--- config.mk ---
export PLATFORM = sky130hd
export DESIGN_NAME = dex_class_data_stream_parser_core
export DESIGN_NICKNAME = d
export VERILOG_FILES = /design/src/sv/dcdsp_pkg.sv /design/src/sv/dcdsp_uleb_front.sv /design/src/sv/dcdsp_value_fifo.sv /design/src/sv/dcdsp_method_back.sv /design/src/sv/dex_class_data_stream_parser_core.sv
export SDC_FILE = /design/constraint.sdc
export NUM_CORES = 1
export LEC_CHECK = 0
export BUFFER_PORTS_ARGS = -buffer_cell sky130_fd_sc_hd__buf_2
export CORE_AREA = 4 4 301 333
export DETAILED_ROUTE_END_ITERATION = 6
export DIE_AREA = 0 0 305 337
export GPL_TIMING_DRIVEN = 0
export SLEW_MARGIN = 5
export SYNTH_ARGS = -nofsm -noshare
export SYNTH_HDL_FRONTEND = slang
export SYNTH_HIERARCHICAL = 1
export SYNTH_SLANG_ARGS = --single-unit
export TNS_END_PERCENT = 10
--- constraint.sdc ---
create_clock -name clk -period 6.65 [get_ports clk]
set_input_delay 0 -clock clk [delete_from_list [all_inputs] [get_ports clk]]
set_output_delay 0 -clock clk [all_outputs]
set_load 0.02 [all_outputs]
--- src/sv/dcdsp_pkg.sv ---
// Shared types and constants for the class data stream parser
package dcdsp_pkg;

  localparam int VAL_W           = 32;
  localparam int MAX_VALUE_BYTES = 5;
  localparam int BYTE_CNT_W      = 3;
  localparam int FIFO_DEPTH      = 4;
  localparam int FIFO_PTR_W      = 2;
  localparam int FIFO_CNT_W      = 3;

  typedef enum logic [2:0] {
    PH_IDLE    = 3'd0,
    PH_HEADER  = 3'd1,
    PH_FIELDS  = 3'd2,
    PH_DIRECT  = 3'd3,
    PH_VIRTUAL = 3'd4,
    PH_DONE    = 3'd5
  } phase_t;

  typedef struct packed {
    logic             restart;
    logic [VAL_W-1:0] value;
  } value_item_t;

  typedef struct packed {
    logic             last;
    logic             is_virtual;
    logic [VAL_W-1:0] code_offset;
    logic [VAL_W-1:0] access_flags;
    logic [VAL_W-1:0] method_index;
  } record_t;

endpackage

--- src/sv/dcdsp_uleb_front.sv ---
// ULEB128 front end: accepts bytes and pushes completed values
module dcdsp_uleb_front (
  input  logic                  clk,
  input  logic                  rst,
  input  logic                  in_valid,
  output logic                  in_ready,
  input  logic [7:0]            in_data,
  input  logic                  in_first,
  output logic                  push_valid,
  input  logic                  push_ready,
  output dcdsp_pkg::value_item_t push_item
);
  import dcdsp_pkg::*;

  logic [VAL_W-1:0]      accum;
  logic [BYTE_CNT_W-1:0] cnt;
  logic                  pend;

  logic [VAL_W-1:0]      base_accum;
  logic [BYTE_CNT_W-1:0] base_cnt;
  logic [VAL_W-1:0]      payload;
  logic [VAL_W-1:0]      shifted;
  logic [VAL_W-1:0]      accum_sum;
  logic                  ends;
  logic                  accept;

  assign in_ready   = push_ready;
  assign accept     = in_valid && in_ready;
  assign base_accum = in_first ? '0 : accum;
  assign base_cnt   = in_first ? '0 : cnt;
  assign payload    = {{(VAL_W-7){1'b0}}, in_data[6:0]};

  always_comb begin
    case (base_cnt)
      3'd0:    shifted = payload;
      3'd1:    shifted = payload << 7;
      3'd2:    shifted = payload << 14;
      3'd3:    shifted = payload << 21;
      3'd4:    shifted = payload << 28;
      default: shifted = '0;
    endcase
  end

  assign accum_sum = base_accum | shifted;
  assign ends      = !in_data[7] || (base_cnt == BYTE_CNT_W'(MAX_VALUE_BYTES - 1));

  assign push_valid        = in_valid && ends;
  assign push_item.restart = in_first | pend;
  assign push_item.value   = accum_sum;

  always_ff @(posedge clk) begin
    if (rst) begin
      accum <= '0;
      cnt   <= '0;
      pend  <= 1'b0;
    end else if (accept) begin
      if (ends) begin
        accum <= '0;
        cnt   <= '0;
        pend  <= 1'b0;
      end else begin
        accum <= accum_sum;
        cnt   <= base_cnt + 3'd1;
        pend  <= in_first | pend;
      end
    end
  end

endmodule

--- src/sv/dcdsp_value_fifo.sv ---
// Short queue of decoded values between front and back
module dcdsp_value_fifo (
  input  logic                   clk,
  input  logic                   rst,
  input  logic                   wr_valid,
  output logic                   wr_ready,
  input  dcdsp_pkg::value_item_t wr_item,
  output logic                   rd_valid,
  input  logic                   rd_ready,
  output dcdsp_pkg::value_item_t rd_item
);
  import dcdsp_pkg::*;

  value_item_t           mem [FIFO_DEPTH];
  logic [FIFO_PTR_W-1:0] wr_ptr;
  logic [FIFO_PTR_W-1:0] rd_ptr;
  logic [FIFO_CNT_W-1:0] count;
  logic                  do_wr;
  logic                  do_rd;

  assign wr_ready = (count != FIFO_CNT_W'(FIFO_DEPTH));
  assign rd_valid = (count != '0);
  assign rd_item  = mem[rd_ptr];
  assign do_wr    = wr_valid && wr_ready;
  assign do_rd    = rd_valid && rd_ready;

  always_ff @(posedge clk) begin
    if (do_wr) begin
      mem[wr_ptr] <= wr_item;
    end
  end

  always_ff @(posedge clk) begin
    if (rst) begin
      wr_ptr <= '0;
      rd_ptr <= '0;
      count  <= '0;
    end else begin
      if (do_wr) begin
        wr_ptr <= wr_ptr + 2'd1;
      end
      if (do_rd) begin
        rd_ptr <= rd_ptr + 2'd1;
      end
      if (do_wr && !do_rd) begin
        count <= count + 3'd1;
      end else if (do_rd && !do_wr) begin
        count <= count - 3'd1;
      end
    end
  end

endmodule

--- src/sv/dcdsp_method_back.sv ---
// Back end: walks header, fields and method lists and emits method records
module dcdsp_method_back (
  input  logic                   clk,
  input  logic                   rst,
  input  logic                   in_valid,
  output logic                   in_ready,
  input  dcdsp_pkg::value_item_t in_item,
  output logic                   out_valid,
  input  logic                   out_ready,
  output dcdsp_pkg::record_t     out_rec
);
  import dcdsp_pkg::*;

  phase_t           phase, phase_next;
  logic [1:0]       header_slot, header_slot_next;
  logic [VAL_W-1:0] static_count, static_count_next;
  logic [VAL_W-1:0] field_total, field_total_next;
  logic [VAL_W:0]   field_left, field_left_next;
  logic [VAL_W-1:0] direct_count, direct_count_next;
  logic [VAL_W-1:0] virtual_count, virtual_count_next;
  logic [VAL_W-1:0] methods_left, methods_left_next;
  logic [1:0]       method_slot, method_slot_next;
  logic [VAL_W-1:0] index_sum, index_sum_next;
  logic [VAL_W-1:0] held_access, held_access_next;
  record_t          rec_next;

  logic             take;
  logic             emit;
  logic             start_m;
  logic             virt;
  logic [VAL_W-1:0] v;

  assign in_ready = !out_valid || out_ready;
  assign take     = in_valid && in_ready;
  assign v        = in_item.value;

  always_comb begin
    phase_next         = phase;
    header_slot_next   = header_slot;
    static_count_next  = static_count;
    field_total_next   = field_total;
    field_left_next    = field_left;
    direct_count_next  = direct_count;
    virtual_count_next = virtual_count;
    methods_left_next  = methods_left;
    method_slot_next   = method_slot;
    index_sum_next     = index_sum;
    held_access_next   = held_access;
    rec_next           = out_rec;
    emit               = 1'b0;
    start_m            = 1'b0;
    virt               = 1'b0;
    if (take) begin
      if (in_item.restart) begin
        phase_next         = PH_HEADER;
        header_slot_next   = '0;
        static_count_next  = '0;
        field_total_next   = '0;
        field_left_next    = '0;
        direct_count_next  = '0;
        virtual_count_next = '0;
        methods_left_next  = '0;
        method_slot_next   = '0;
        index_sum_next     = '0;
        held_access_next   = '0;
      end
      unique case (phase_next)
        PH_HEADER: begin
          case (header_slot_next)
            2'd0: begin
              static_count_next = v;
              header_slot_next  = 2'd1;
            end
            2'd1: begin
              field_total_next = static_count_next + v;
              header_slot_next = 2'd2;
            end
            2'd2: begin
              direct_count_next = v;
              header_slot_next  = 2'd3;
            end
            default: begin
              virtual_count_next = v;
              header_slot_next   = 2'd0;
              field_left_next    = {field_total_next, 1'b0};
              if (field_total_next != '0) begin
                phase_next = PH_FIELDS;
              end else begin
                start_m = 1'b1;
              end
            end
          endcase
        end
        PH_FIELDS: begin
          if (field_left_next != '0) begin
            field_left_next = field_left_next - 33'd1;
          end
          if (field_left_next == '0) begin
            start_m = 1'b1;
          end
        end
        PH_DIRECT, PH_VIRTUAL: begin
          case (method_slot_next)
            2'd0: begin
              index_sum_next   = index_sum_next + v;
              method_slot_next = 2'd1;
            end
            2'd1: begin
              held_access_next = v;
              method_slot_next = 2'd2;
            end
            default: begin
              virt                  = (phase_next == PH_VIRTUAL);
              emit                  = 1'b1;
              rec_next.method_index = index_sum_next;
              rec_next.access_flags = held_access_next;
              rec_next.code_offset  = v;
              rec_next.is_virtual   = virt;
              rec_next.last         = (methods_left_next <= 32'd1) &&
                                      (virt || (virtual_count_next == '0));
              method_slot_next      = 2'd0;
              if (methods_left_next != '0) begin
                methods_left_next = methods_left_next - 32'd1;
              end
              if (methods_left_next == '0) begin
                if (!virt && (virtual_count_next != '0)) begin
                  phase_next        = PH_VIRTUAL;
                  methods_left_next = virtual_count_next;
                  index_sum_next    = '0;
                end else begin
                  phase_next = PH_DONE;
                end
              end
            end
          endcase
        end
        default: begin
        end
      endcase
      if (start_m) begin
        method_slot_next = '0;
        index_sum_next   = '0;
        if (direct_count_next != '0) begin
          phase_next        = PH_DIRECT;
          methods_left_next = direct_count_next;
        end else if (virtual_count_next != '0) begin
          phase_next        = PH_VIRTUAL;
          methods_left_next = virtual_count_next;
        end else begin
          phase_next        = PH_DONE;
          methods_left_next = '0;
        end
      end
    end
  end

  always_ff @(posedge clk) begin
    if (rst) begin
      phase         <= PH_IDLE;
      header_slot   <= '0;
      static_count  <= '0;
      field_total   <= '0;
      field_left    <= '0;
      direct_count  <= '0;
      virtual_count <= '0;
      methods_left  <= '0;
      method_slot   <= '0;
      index_sum     <= '0;
      held_access   <= '0;
      out_valid     <= 1'b0;
    end else begin
      phase         <= phase_next;
      header_slot   <= header_slot_next;
      static_count  <= static_count_next;
      field_total   <= field_total_next;
      field_left    <= field_left_next;
      direct_count  <= direct_count_next;
      virtual_count <= virtual_count_next;
      methods_left  <= methods_left_next;
      method_slot   <= method_slot_next;
      index_sum     <= index_sum_next;
      held_access   <= held_access_next;
      if (take) begin
        out_valid <= emit;
      end else if (out_ready) begin
        out_valid <= 1'b0;
      end
    end
  end

  always_ff @(posedge clk) begin
    if (take && emit) begin
      out_rec <= rec_next;
    end
  end

endmodule

--- src/sv/dex_class_data_stream_parser_core.sv ---
// Top level of the class data stream parser
//
//   channel  dir  tdata                       tuser        tlast
//   s_axis   in   data_byte                   first        -
//   m_axis   out  method_index, access_flags, is_virtual   last
//                 code_offset
//
// One byte per cycle in while the queue has room; a decoded value passes the
// 4-entry queue, and the method walker takes one value per cycle while its output
// is not held. The closing value is registered in the queue, the record at the output.
// Reset clears all control state and the queue; the block is ready the cycle after.
// A stalled output holds the walker; bytes keep flowing until the queue fills.
module dex_class_data_stream_parser_core (
  input  logic         clk,
  input  logic         rst,
  input  logic         s_axis_tvalid,
  output logic         s_axis_tready,
  input  logic [7:0]   s_axis_tdata,  // [7:0] data_byte
  input  logic         s_axis_tuser,  // [0] first
  output logic         m_axis_tvalid,
  input  logic         m_axis_tready,
  output logic [95:0]  m_axis_tdata,  // [31:0] method_index, [63:32] access_flags,
                                      // [95:64] code_offset
  output logic         m_axis_tuser,  // [0] is_virtual
  output logic         m_axis_tlast
);
  import dcdsp_pkg::*;

  logic        push_valid;
  logic        push_ready;
  value_item_t push_item;
  logic        pop_valid;
  logic        pop_ready;
  value_item_t pop_item;
  record_t     rec;

  dcdsp_uleb_front u_front (
    .clk        (clk),
    .rst        (rst),
    .in_valid   (s_axis_tvalid),
    .in_ready   (s_axis_tready),
    .in_data    (s_axis_tdata),
    .in_first   (s_axis_tuser),
    .push_valid (push_valid),
    .push_ready (push_ready),
    .push_item  (push_item)
  );

  dcdsp_value_fifo u_fifo (
    .clk      (clk),
    .rst      (rst),
    .wr_valid (push_valid),
    .wr_ready (push_ready),
    .wr_item  (push_item),
    .rd_valid (pop_valid),
    .rd_ready (pop_ready),
    .rd_item  (pop_item)
  );

  dcdsp_method_back u_back (
    .clk       (clk),
    .rst       (rst),
    .in_valid  (pop_valid),
    .in_ready  (pop_ready),
    .in_item   (pop_item),
    .out_valid (m_axis_tvalid),
    .out_ready (m_axis_tready),
    .out_rec   (rec)
  );

  assign m_axis_tdata = {rec.code_offset, rec.access_flags, rec.method_index};
  assign m_axis_tuser = rec.is_virtual;
  assign m_axis_tlast = rec.last;

endmodule

==> impl_summary.txt, run 1 <==
----------------------------------------------------
[Yosys]
  Commonest register cell after synthesis ... sky130_fd_sc_hd__dfxtp_1
  Synthesis-stage register bit count ... 540
  Main area contributors after synthesis ... sky130_fd_sc_hd__edfxtp_1, sky130_fd_sc_hd__dfxtp_1, sky130_fd_sc_hd__nor2_1, sky130_fd_sc_hd__a22oi_1, sky130_fd_sc_hd__a21oi_1
  Top cell type's share of synthesized area ... a little under a quarter
  Post-synth ARST share ... 0%
  Sequential element share of the synthesized area ... roughly 45%
  Average cell area after synthesis ... 9.46 um2
  Post-Syn Nets ... 3140
  Total standard cell area after synthesis ... 28800 um2
  Library cells used by synthesis ... 114
  Yosys synthesis warning count ... 6
  Library cell with the largest summed area after synthesis ... sky130_fd_sc_hd__edfxtp_1
  Post-synth EDFFs ... 230
  Instance count of the mapped netlist ... 3046

[Timing]
  Total count of max-transition violations in the final report ... 0
  Final setup violation count ... 0
  Minimum period implied by the final worst setup slack ... 6.51 ns
  Worst clock skew ... 0.0790 ns
  Number of hold-slack violations in the final timing report ... 0
  Final period utilization ... 98.0%
  Unrepaired setup endpoints after global routing ... no
  Worst slew margin ... 5.20%
  Highest Clock Rate ... roughly 150 MHz
  Actual transition at the worst max-transition pin ... around 1.4 ns

[Die]
  Core area ... 96800 um2
  Placement Rows ... 120
  Die outline area ... a little over 100000 um2
  Chip Height ... 337 um
  Initial Utilization ... 29.8%
  Ports ... 113
  Die Wd ... 305 um

[Clock tree]
  TritonCTS clock tree ... built
  Root buffer selected by CTS ... sky130_fd_sc_hd__clkbuf_16
  H-tree levels ... 2
  TritonCTS buffer count ... 60
  Number of buffers on the longest clock path ... 3
  Clk Latency, worst-skew pair ... 0.68 ns
  Reg clk slew, reported paths ... around 0.060 ns
  Clock sink total ... 540

[Power]
  Power per unit of standard cell area ... 387 nW/um2
  Leakage Power ... 0.0119 uW
  Max IR drop VDD ... 247 uV

[Worst setup path]
  Max Fanout on Critical Path ... 70
  Arrival time reported for the critical path endpoint ... between 6 and 7 ns
  Critical path start-end classification ... reg -> reg
  CP Cell Sequence ... buf_6 -> buf_12 -> mux4_2 -> clkbuf_8 -> clkbuf_8 -> clkbuf_8 -> buf_6 -> buf_6 -> clkbuf_8 -> nor3_1 -> clkbuf_1 -> clkbuf_1 -> nand2_1 -> inv_4 -> buf_16
  Worst-case reg-to-reg path depth ... 15
  Delay contributed by the slowest stage of the critical path ... 1.11 ns
  Setup crit end kind ... flip-flop
  Worst r2r dst ... u_back/out_rec[58]
  Cell type of the slowest stage on the worst timing path ... sky130_fd_sc_hd__nor3_1
  Top cell by count, worst path ... sky130_fd_sc_hd__clkbuf_8
  Slack of the worst reg-to-reg path ... 0.14 ns
  Worst endpoint required time ... 6.94 ns
  Kind of launch point of the worst setup path ... flip-flop

[Route]
  Remaining routing DRC violations ... 1
  Number of vias in the routed layout ... about 27000
  Initial detailed-routing violation count ... 3466
  DR pass1 iterations ... 7
  Antenna-violating nets left ... 0
  Post-detailed-routing wire length ... 117 mm
  Wirelength per Cell ... 25.7 um
  DR vias/cell ... 5.84

[Hold path]
  Hold WC Path Type ... in -> reg
  Depth of the worst hold-timing path ... 3
  Launch instance of the worst min-delay path ... rst
  Hold-critical path endpoint ... u_front/cnt[1]

[GRT]
  Global routing met2 resource utilization ... 35.2%
  Met3 track demand over resource ... between 4 and 5%
  GRT overflow ... 0
  Antenna violations before repair ... 7
  Global-route wire length before repair ... 172 mm
  Most Crowded Layer GR ... met2
  Largest net degree at the start of global routing ... 71
  Met1 Resource Use GR ... 28.9%
  GRT Total Usage ... 22.1%
  Vias in the first global route ... between 20000 and 30000

[Final layout]
  Ratio of cells with drive above 1 in the final layout ... approximately an eighth
  Top library cells by usage in the layout, fill and taps aside ... sky130_fd_sc_hd__nor2_1, sky130_fd_sc_hd__dfxtp_1, sky130_fd_sc_hd__edfxtp_1
  # nets final ... 3331
  Top register by number of flip-flops ... u_fifo/mem
  Count of filler cells inserted in the layout ... 9918
  Flip-flop count of the largest register after layout ... 132
  Total non-filler cell area in the finished layout ... 33500 um2
  Largest registers ... u_fifo/mem: 132 flops, u_back/out_rec: 98 flops, u_back/field_left: 33 flops
  Core utilization of the finished layout ... 34.6%
  P&R area growth vs syn ... 16.2%
  Most common cell after layout, fill and taps aside ... sky130_fd_sc_hd__nor2_1

[Status]
  Violated checks ... design-rule violations
  Status ... finished with violations

[Placed design]
  Estimated wirelength of the detail-placed design ... 84.3 mm
  Last weighted congestion value of the routability-driven placer ... 1.02
  Number of port buffers ... 112
  Area after detailed placement ... 31100 um2

[Job]
  Total of max-cap violations ... 0

----------------------------------------------------
==> how the worst max path moves through the flow <==
stage	from	endpoint	slack, ns
final	flip-flop	u_back/out_rec[58]	0.14
after global routing	flip-flop	u_back/out_rec[3]	0.01
after CTS	flip-flop	u_back/methods_left[2]	0.001
after detailed placement	flip-flop	u_back/methods_left[5]	-4.32
after global placement	flip-flop	u_back/methods_left[5]	-4.47
after floorplan	flip-flop	u_back/methods_left[30]	0.68
==> per-stage QoR <==
step           hold WS [ns]  total power, uW  TNS [ns]  worst slack (ns)  instances
2_1_floorplan        0.0694             7260         0             0.684       3046
4_1_cts               0.134            12800         0           0.00125       4571
5_1_grt               0.183            13500         0            0.0138       4570
3_3_place_gp          0.270             9450  -1013.23             -4.47       4439
3_5_place_dp          0.280             9430   -747.56             -4.32       4444
6_report              0.167            13000         0             0.135       4570
==> worst max-delay path: cells and delay by family, from the launching register on <==
family | cells | cell delay (ns)
flops | 1 | 0.32
buf+inv | 12 | 3.74
mux | 1 | 0.57
simple gates | 2 | 1.35
==> Yosys cell counts, drive strengths merged, types with 44 or more instances <==
cell type	count
clkbuf	171
nor2b	120
inv	81
nand2	200
edfxtp	230
dfxtp	310
nor3	67
buf	51
o22ai	60
a21oi	234
a22o	52
nor4	68
o21ai	154
a21o	44
a22oi	176
ha	78
nor2	378
==> layer usage <==
metal | part of all wire [%] | wire (um)
met1 | 41 | 47600
met5 | 0.041 | 48
met4 | 5.3 | 6180
met3 | 9.1 | 10600
met2 | 45 | 53000
==> power by group <==
group	total (uW)	switching (uW)	leakage [uW]	internal, uW
logic	5840	4170	0.00641	1680
registers	3870	179	0.00457	3690
clock network	3260	1440	0.000956	1830
total	13000	5780	0.0119	7190
==> logic make-up after synthesis <==
logic type,synth area share (%)
buffers and inverters,4.88
DFF,45.5
and+or+nand+nor,17.6
muxes,3.20
xor gates and xnor gates,2.28
AOI/OAI and AO/OA,23.0
adders and majority gates,3.59
==> repair_timing <==
item | 4_1_cts | 5_1_grt
cloned | 0 | 0
hold buffers | 13 | 0
buffers inserted | 3 | 1
setup endpoints to repair | 421 | 155
pin swaps | 3 | 2
resized for setup | 84 | 31
endpoints found under the hold margin | 169 | 0
==> layout make-up <==
class,count,area [um2],share of cell area (%)
clock inverters,28,245,0.732
well taps,1281,1600,4.78
multi-input cells,2202,14500,43.2
clock buffers,85,1700,5.06
flip-flops and latches,540,13100,39.1
repair buffers,134,828,2.47
inverters,82,310,0.926
plain buffers,217,1210,3.62
diodes,1,2.50,0.00747
Note: power is estimated with default switching activity, not from simulation.
==> inputs of run 2 (changes only) <==
--- a/config.mk
+++ b/config.mk
@@ -7,9 +7,11 @@
 export LEC_CHECK = 0
 export BUFFER_PORTS_ARGS = -buffer_cell sky130_fd_sc_hd__buf_2
 export CORE_AREA = 4 4 301 333
+export CTS_BUF_LIST = sky130_fd_sc_hd__clkbuf_16
 export DETAILED_ROUTE_END_ITERATION = 6
 export DIE_AREA = 0 0 305 337
 export GPL_TIMING_DRIVEN = 0
+export PLACE_DENSITY = 0.48
 export SLEW_MARGIN = 5
 export SYNTH_ARGS = -nofsm -noshare
 export SYNTH_HDL_FRONTEND = slang
==> impl_summary.txt, run 2 (synthesized netlist as in run 1, its figures left out) <==
----------------------------------------------------
[Timing]
  Unrepaired setup endpoints after global routing ... no
  Minimum period implied by the final worst setup slack ... 6.46 ns
  Post-layout worst setup margin ... 0.193 ns
  Final period utilization ... 97.1%
  Actual transition at the worst max-transition pin ... 1.24 ns
  Final setup violation count ... 0
  Setup total negative slack ... 0 ns
  Highest Clock Rate ... 155 MHz
  Number of hold-slack violations in the final timing report ... 0
  Worst slew margin ... 17.5%
  Worst clock skew ... 0.0570 ns
  Total count of max-transition violations in the final report ... 0

[Route]
  Initial detailed-routing violation count ... 3110
  Post-detailed-routing wire length ... 122 mm
  Antenna-violating nets left ... 0
  DR vias/cell ... between 5 and 6
  Remaining routing DRC violations ... 5
  Wirelength per Cell ... 26.6 um
  DR pass1 iterations ... 7
  Number of vias in the routed layout ... 26300

[Final layout]
  Most common cell after layout, fill and taps aside ... sky130_fd_sc_hd__nor2_1
  Ratio of cells with drive above 1 in the final layout ... 12.8%
  P&R area growth vs syn ... 17.1%
  # nets final ... 3340
  Ant diodes ... 0
  Top library cells by usage in the layout, fill and taps aside ... sky130_fd_sc_hd__nor2_1, sky130_fd_sc_hd__dfxtp_1, sky130_fd_sc_hd__a21oi_1
  Count of non-filler cells in the finished layout ... ~4600
  Top register by number of flip-flops ... u_fifo/mem
  Largest registers ... u_fifo/mem: 132 flops, u_back/out_rec: 98 flops, u_back/field_left: 33 flops
  Flip-flop count of the largest register after layout ... 132

[Clock tree]
  TritonCTS clock tree ... built
  Clk Latency, worst-skew pair ... 0.64 ns
  TritonCTS buffer count ... 68
  Reg clk slew, reported paths ... around 0.06 ns
  Clock sink total ... 540
  H-tree levels ... 3
  Number of buffers on the longest clock path ... 3
  Root buffer selected by CTS ... sky130_fd_sc_hd__clkbuf_16

[Placed design]
  Worst slack, placed ... -3.84 ns
  Number of port buffers ... 112
  Number of cells in the design after placement ... 4444
  Last weighted congestion value of the routability-driven placer ... around 1
  Estimated wirelength of the detail-placed design ... 87.1 mm

[Power]
  Leakage Power ... roughly 0.012 uW
  Power per unit of standard cell area ... 398 nW/um2
  Max IR drop VDD ... around 210 uV
  Final Power ... 13400 uW

[Die]
  Chip Height ... 337 um
  Placement Rows ... 120
  Core area ... 96800 um2
  Die Wd ... 305 um
  Initial Utilization ... slightly below 30%
  Ports ... 113
  Die outline area ... slightly above 100000 um2

[GRT]
  Met1 Resource Use GR ... 31.0%
  GRT Total Usage ... 23.0%
  Most Crowded Layer GR ... met2
  Largest net degree at the start of global routing ... approximately 90
  Vias in the first global route ... around 25000
  Global routing met2 resource utilization ... 36.4%
  Met3 track demand over resource ... 3.68%
  GRT overflow ... 0
  Antenna violations before repair ... 1
  Global-route wire length before repair ... ~180 mm

[Worst setup path]
  Worst endpoint required time ... 7.12 ns
  Critical path start-end classification ... reg -> reg
  Kind of launch point of the worst setup path ... flip-flop
  Max Fanout on Critical Path ... 10
  Arrival time reported for the critical path endpoint ... ~7 ns
  Setup crit end kind ... flip-flop

[Status]
  Status ... finished with violations
  Violated checks ... design-rule violations

[Job]
  Total of max-cap violations ... 0

[Hold path]
  Hold WC Path Type ... in -> reg

----------------------------------------------------
run 2: cell count changes in the layout (fill, tap and decap cells not counted), sizes merged:
cell | before | now
bufinv | 1 | 4
diode | 1 | 0
clkinv | 25 | 33
buf | 173 | 175
clkbuf | 250 | 233
clkinvlp | 1 | 5
inv | 83 | 94
run 2: layout make-up:
| type | instances | area (um2) |
|---|---|---|
| clock inverter | 54 | 503 |
| sequential | 540 | 13100 |
| timing repair buffer | 133 | 821 |
| inverter | 82 | 313 |
| clock buffer | 69 | 1730 |
| tap | 1281 | 1600 |
| multi-input combinational | 2202 | 14400 |
| fill | 10100 | 63100 |
| buffer | 219 | 1230 |
run 2: through the flow:
step	hold slack (ns)	util, %	instance area [um2]
2_1_floorplan	0.0694	-	28800
3_3_place_gp	0.301	32.0	31000
3_5_place_dp	0.303	32.1	31100
4_1_cts	0.185	34.8	33700
5_1_grt	0.225	34.9	33800
6_report	0.265	34.9	33800
run 2: repair_timing:
item	CTS	global route
hold buffers	13	0
gates resized for setup	84	27
hold endpoints to repair	153	0
pin swaps	2	1
setup buffers	3	0
endpoints found under the setup margin	408	95
run 2: worst paths after layout:
| kind | start | end | slack (ns) | cells after the start |
|---|---|---|---|---|
| worst max-delay path | flip-flop | u_back/methods_left[4] | 0.19 | 26 |
| worst min-delay path | rst | u_front/cnt[0] | 0.26 | 3 |
| worst max register to register | flip-flop | u_back/methods_left[4] | 0.19 | 26 |
| worst min register to register | u_back/index_sum[3] | u_back/index_sum[3] | 0.45 | 2 |
run 2: power breakdown:
group          total, uW  internal (uW)  switching (uW)
Clock               3640           2080            1570
Sequential          3880           3690             189
Combinational       5900           1670            4220
run 2: layer usage:
| layer | vias to the layer above | part of all wire (%) |
|---|---|---|
| met5 | - | 0 |
| met4 | 0 | 4.7 |
| li1 | 11800 | - |
| met1 | 12900 | 42 |
| met3 | 293 | 8.0 |
| met2 | 1279 | 45 |
run 2: worst max-delay path, cell delays in order (launching register included):
cell	delay (ns)
sky130_fd_sc_hd__dfxtp_1	0.32
sky130_fd_sc_hd__buf_6	0.16
sky130_fd_sc_hd__buf_12	0.17
sky130_fd_sc_hd__mux4_2	0.60
sky130_fd_sc_hd__clkbuf_8	0.26
sky130_fd_sc_hd__clkbuf_8	0.21
sky130_fd_sc_hd__inv_1	0.10
sky130_fd_sc_hd__buf_4	0.22
sky130_fd_sc_hd__buf_8	0.20
sky130_fd_sc_hd__buf_6	0.21
sky130_fd_sc_hd__clkbuf_8	0.22
sky130_fd_sc_hd__clkbuf_8	0.23
sky130_fd_sc_hd__clkbuf_8	0.27
sky130_fd_sc_hd__nand2_1	0.09
sky130_fd_sc_hd__ha_2	0.27
sky130_fd_sc_hd__o211ai_4	0.17
sky130_fd_sc_hd__nor3_2	0.16
sky130_fd_sc_hd__or4b_1	0.58
sky130_fd_sc_hd__a31oi_2	0.28
sky130_fd_sc_hd__o2111ai_2	0.21
sky130_fd_sc_hd__nor4_4	0.17
sky130_fd_sc_hd__buf_4	0.21
sky130_fd_sc_hd__or3_1	0.12
sky130_fd_sc_hd__buf_4	0.21
sky130_fd_sc_hd__buf_6	0.19
sky130_fd_sc_hd__a211oi_1	0.07
sky130_fd_sc_hd__a221o_1	0.34
